## config.mk

```make
export PLATFORM = sky130hd
export DESIGN_NAME = top4ik_front
export DESIGN_NICKNAME = d
export VERILOG_FILES = /design/src/hdl/top4ik_pkg.sv /design/src/hdl/top4ik_front.sv
export SDC_FILE = /design/constraint.sdc
export NUM_CORES = 1
export LEC_CHECK = 0
export ABC_AREA = 1
export ABC_CLOCK_PERIOD_IN_PS = 7050
export BUFFER_PORTS_ARGS = -buffer_cell sky130_fd_sc_hd__buf_2
export CAP_MARGIN = 10
export CORE_ASPECT_RATIO = 2
export CORE_MARGIN = 2
export CORE_UTILIZATION = 55
export CTS_CLUSTER_SIZE = 24
export DETAILED_ROUTE_END_ITERATION = 8
export MAX_ROUTING_LAYER = met4
export PLACE_DENSITY = 0.81
export SYNTH_ARGS = -nofsm -noshare
export SYNTH_HDL_FRONTEND = slang
export SYNTH_SLANG_ARGS = --single-unit
export TNS_END_PERCENT = 10
```

## constraint.sdc

```tcl
create_clock -name clk -period 7.05 [get_ports clk]
set_input_delay 0.705 -clock clk [delete_from_list [all_inputs] [get_ports clk]]
set_output_delay 0.705 -clock clk [all_outputs]
set_load 0.05 [all_outputs]
```

## src/hdl/top4ik_pkg.sv

```systemverilog
`timescale 1ns / 1ps
// Shared types and constants for the top-4 influence keep and normalize core.
// Used by top4ik_front, top4ik_back and the top level; depends on nothing.
package top4ik_pkg;

	// Default configuration of the store.
	localparam int MAX_VERTS_DEF = 4096;
	localparam int KEEP_DEF      = 4;
	localparam int BONE_BITS_DEF = 8;

	// Fixed field widths of the item and result ports.
	localparam int V_BITS    = 12;
	localparam int J_BITS    = 8;
	localparam int W_BITS    = 16;
	localparam int CNT_BITS  = 13;
	localparam int OUT_SLOTS = 4;
	localparam int SUM_BITS  = 18;
	localparam int V_SPAN    = 4096;

	// Action codes of an input item.
	localparam logic ACT_INSERT = 1'b0;
	localparam logic ACT_READ   = 1'b1;

	// One classified operation waiting in the queue.
	typedef struct packed {
		logic              rd;
		logic              ok;
		logic [V_BITS-1:0] v;
		logic [J_BITS-1:0] bone;
		logic [W_BITS-1:0] w;
	} op_t;

	// Queue head seen by the back part.
	typedef struct packed {
		logic valid;
		op_t  op;
	} link_t;

	// Handshake returned by the back part.
	typedef struct packed {
		logic pop;
		logic busy;
	} back_stat_t;

	// One result item.
	typedef struct packed {
		logic [V_BITS-1:0]                 v;
		logic [OUT_SLOTS-1:0][J_BITS-1:0]  joint;
		logic [OUT_SLOTS-1:0][W_BITS-1:0]  share;
	} res_t;

endpackage

```

## src/hdl/top4ik_front.sv

```systemverilog
`timescale 1ns / 1ps
// Front part: accepts items, checks the range and weight, and queues work.
// Depends on top4ik_pkg.
module top4ik_front #(
	parameter int MAX_VERTS = 4096
) (
	input  logic                            clk,
	input  logic                            arst_n,
	input  logic                            item_valid,
	output logic                            item_ready,
	input  logic                            action,
	input  logic [top4ik_pkg::V_BITS-1:0]   vertex_index,
	input  logic [top4ik_pkg::J_BITS-1:0]   bone_index,
	input  logic [top4ik_pkg::W_BITS-1:0]   influence_weight,
	input  logic [top4ik_pkg::CNT_BITS-1:0] vertex_count,
	input  top4ik_pkg::back_stat_t          stat,
	output top4ik_pkg::link_t               head
);
	import top4ik_pkg::*;

	localparam int DEPTH = (MAX_VERTS < V_SPAN) ? MAX_VERTS : V_SPAN;

	op_t        slot_q [2];
	logic       wp_q, rp_q;
	logic [1:0] cnt_q;
	logic       in_range, keep_it, push;
	op_t        op_new;

	// Classify the incoming item.
	always_comb begin
		in_range = ({1'b0, vertex_index} < vertex_count) &&
			({1'b0, vertex_index} < CNT_BITS'(DEPTH));
		op_new.rd   = (action == ACT_READ);
		op_new.ok   = in_range;
		op_new.v    = vertex_index;
		op_new.bone = bone_index;
		op_new.w    = influence_weight;
		keep_it     = (action == ACT_READ) || (in_range && (influence_weight != '0));
	end

	assign item_ready = (cnt_q != 2'd2) && !stat.busy;
	assign push       = item_valid && item_ready && keep_it;

	// Two-entry queue between the front and the back.
	always_ff @(posedge clk or negedge arst_n) begin
		if (!arst_n) begin
			wp_q  <= 1'b0;
			rp_q  <= 1'b0;
			cnt_q <= 2'd0;
		end else begin
			if (push) wp_q <= ~wp_q;
			if (stat.pop) rp_q <= ~rp_q;
			cnt_q <= cnt_q + {1'b0, push} - {1'b0, stat.pop};
		end
	end

	always_ff @(posedge clk) begin
		if (push) slot_q[wp_q] <= op_new;
	end

	assign head.valid = (cnt_q != 2'd0);
	assign head.op    = slot_q[rp_q];

endmodule

```

# Word-level counts from Yosys, hierarchy flattened
# Memory sizes are Yosys's and may differ from the RTL's.
# Index checks and enable logic that the tools add are counted.
# totals
regBits	4
n_memories	1
ram_bits	76
in_bits	55
out_inout_bits	40
# classes
n_reduce_logical	8
bitwise_logic	2
n_mux	2
n_eq_ne	1
n_lt_le_gt_ge	1
addsub	2
# mem_list
memory	depth	width	read_ports	rd_ports_with_merged_regs	wr	line_no	source
slot_q	2	38	1	0	1	top4ik_front.sv:23	op_t slot_q [2];
# ops
operator	count
$reduce_bool 16->1	1
$lt 12x13->1	1
$logic_and 1x1->1	4
$add 2x1->2	1
$mux 1	2
$ne 2x2->1 const B	1
$not 1->1	2
$reduce_bool 2->1	1
$sub 2x1->2	1
$logic_not 1->1	1
$logic_or 1x1->1	1

# Depth between registers and ports, before layout
# logic_depth
word_depth	6
depth_mapped	14
ltp_nobuf	14

# Worst setup path after synthesis
# OpenSTA, ideal clock, no wires.
# synth_timing
path_type	input-to-reg
startpoint	in stat[0] (netlist bit)
endpoint	mem slot_q[1][0] (netlist bit), enable pin
arrival_time_ns	3.509
stages	4
path_slack_ns	3.107
path_buffers	0
setup_ns	0.434
t_required_ns	6.616
path_cell_list	a21oi_1 -> and2_2 -> nand2_4 -> nor2_1
# synth_between
elab_chain_len	6
# synth_rtl
item	line_no	source
start, declared	top4ik_front.sv:16	input top4ik_pkg::back_stat_t stat,
$logic_not 1->1	top4ik_front.sv:41	assign item_ready = (cnt_q != 2'd2) && !stat.busy;
$logic_and 1x1->1	top4ik_front.sv:41	
$logic_and 1x1->1 (2 in series)	top4ik_front.sv:42	assign push = item_valid && item_ready && keep_it;
$mux 1	top4ik_front.sv:58	if (push) slot_q[wp_q] <= op_new;
$mux 1 (implied by the code)	top4ik_front.sv:58	
end, declared	top4ik_front.sv:23	
# Every way passes these cells.

==> results_dict.tcl <==
set metrics [dict create \
    io_buffers 94 \
    crit_type "reg2out" \
    hold_path.class "in2async" \
    maxSlewViolCount 0 \
    grt-ovfl-total 0 \
    grt_usage_pct 18.8 \
    status "complete, no violations" \
    grt_max_degree 40 \
    syn-cell-area_sq_mm 0.00337 \
    post-synth-top-count-cell "edfxtp_1" \
    synth_area_leaders "edfxtp_1, mux2_2, ha_1" \
    reg2reg_depth 5 \
    slew_headroom_pct 26.4 \
    final_util_pct 70.2 \
    clock_skew_ns 0.00527 \
    timing.rr.start "cnt_q[1]" \
    io-pin-count 95 \
    async_reset_ff_share_pct 5.00 \
    crit_chain "mux2_2, buf_2" \
    fin_crit_sh_pct 37.4 \
    clock_sinks 80 \
    diodes 0 \
    wl_met1_mm 2.09 \
    syn2layout_area_growth_pct 24.2 \
    rows 40 \
    max_freq_mhz 379 \
    fin_ws_ns 4.41 \
    dieHeight_um 115 \
    fin_crit_ns 2.64 \
    drt_iter0_drc 57 \
    synthCells 217 \
    critical_path.top_delay_family "flip-flops" \
    drt_pass1_iterations 4 \
    power.density_mw_per_mm2 394 \
    die_x_um 59.3 \
    gp_congestion 0.709 \
    tightest_slew_ns 1.10 \
    met3_length_um 330 \
    cp_max_fo 39 \
    path_buf_inv 1 \
    ys.flop_type "edfxtp_1" \
    rr_endpoint "slot_q[0][20]" \
    tritoncts "done" \
    setup_violations 0 \
    clk_pin_slew_ns 0.06 \
    vias 1987 \
    syn_area_per_cell_sq_um 15.5 \
    maxCapViolations 0 \
    die_area_sq_mm 0.00680 \
    maxUsedRoutingLayer "met4" \
    ant_nets 0 \
    cts_buffers 9 \
    cp_slowest_stage_delay_ns 0.95 \
    via_per_inst 5.13 \
    postCtsResizedCells 0 \
    p_leak_nw 1.75 \
    yosysWarnings 0 \
    synth-seq-cells 80 \
    drcViolationCount 0 \
    synthDistinctLibCells 22 \
    clk_latency_ns 0.33 \
    drive_gt1_share_pct 48.5 \
    endpoint_kind "output pin" \
    synth_top_area_cell "edfxtp_1" \
    max-vdd-ir-drop_uv 199 \
    nets 387 \
    cts_root_buf "clkbuf_16" \
    ctsHoldBuffers 0 \
    synth_common_cells "edfxtp_1, mux2_2, nand2_1" \
    start_util_pct 56.6 \
    grt_pass1_wl_mm 8.72 \
    final.setup.tns_ns 0 \
    cp.required_ns 6.34 \
    cp_data_arrival_time_ns 1.93 \
    rsz0062_at_grt "no" \
    pre_cts_ws_ns 4.03 \
    r2r_slack_ns 4.91 \
    antenna_found_initial 0 \
    synth_top_area_share_pct 67.8 \
    core_area_sq_mm 0.00596 \
    h-tree-depth 3 \
    hpwl_mm 4.18 \
    cts_buffer_depth 2 \
    hold_violations 0 \
    routed_wl_mm 5.92 \
    fin_hold_ws_ns 0.175 \
    synth.net_count 285 \
    cts_setup_buffers 0 \
    grt_pass1_vias 2001 \
    wire_per_inst_um 15.3 \
    critPathLaunchType "flop" \
    fin_area_sq_mm 0.00418 \
    ys_seq_area_share_pct 70.7 \
    slowest_stage "dfrtp_2" \
    wl_met2_mm 3.39 \
    synth_edf_count 76 \
    placed_area_sq_mm 0.00391 \
]
through the flow:
stage,total power [W],cells
after floorplan,0.00112,217
after global placement,0.00123,371
after detailed placement,0.00124,371
after CTS,0.00166,387
after global routing,0.00171,387
final,0.00165,387
layer usage:
layer  track usage, %  vias to the layer above
met5                -                        -
met4             11.1                        0
met3             5.54                        8
li1                 -                      973
met1             16.8                      944
met2             33.0                       62
worst max path at each step:
stage	slack [ns]	start	depth (start not counted)	end
finish	4.41	rp_q	2	head[36]
global route	4.22	vertex_index[8]	12	slot_q[0][33]
floorplan	3.11	stat[0]	4	slot_q[1][0]
global placement	4.11	vertex_index[8]	9	slot_q[1][19]
detailed placement	4.03	vertex_index[4]	11	slot_q[1][18]
CTS	4.36	vertex_index[4]	11	slot_q[1][24]
layout make-up:
cell class              count  area, sq um
fillers                   412         1770
repair buffers             95          478
well taps                  63         78.8
inverters                  24         90.1
clock inverters             3         17.5
clock buffers              13          260
multi-input cells         109          875
flip-flops and latches     80         2380
report_power, final:
part           switching [W]  internal (W)  leakage (nW)
Clock               0.000165      0.000256         0.136
Combinational       0.000402      0.000178         0.877
Sequential         0.0000593      0.000589         0.738
registers in the layout, indices dropped and copies added, names as in the netlist:
name    count
wp_q        1
slot_q     76
cnt_q       2
rp_q        1
layout by cell type, fill, tap and decap left out, drive strengths merged, types with 4 or more instances in the layout:
master,n
buf,95
dfrtp,4
ha,13
a21oi,4
mux2,38
inv,24
clkbuf,13
nand2,28
nand3,5
edfxtp,76
nor2,14
kinds of logic (layout without fill, tap and decap cells):
logic type,count (synthesis),in the layout,share of synthesized area [%]
AO/OA/AOI/OAI,4,4,0.706
XOR/XNOR,3,3,0.780
adder cells (fa/ha/maj),13,13,4.83
buffers and inverters,28,135,3.53
flip-flops,80,80,70.7
multiplexers,38,38,12.7
AND/OR/NAND/NOR,51,51,6.72
worst register-to-register path, delay by kind of cell, from the launching register on:
kind | cells | cell delay, ns
buffers and inverters | 2 | 0.86
AO/OA/AOI/OAI | 1 | 0.20
flip-flops | 1 | 0.40
AND/OR/NAND/NOR | 2 | 0.33
Note: power is estimated with default switching activity, not from simulation.
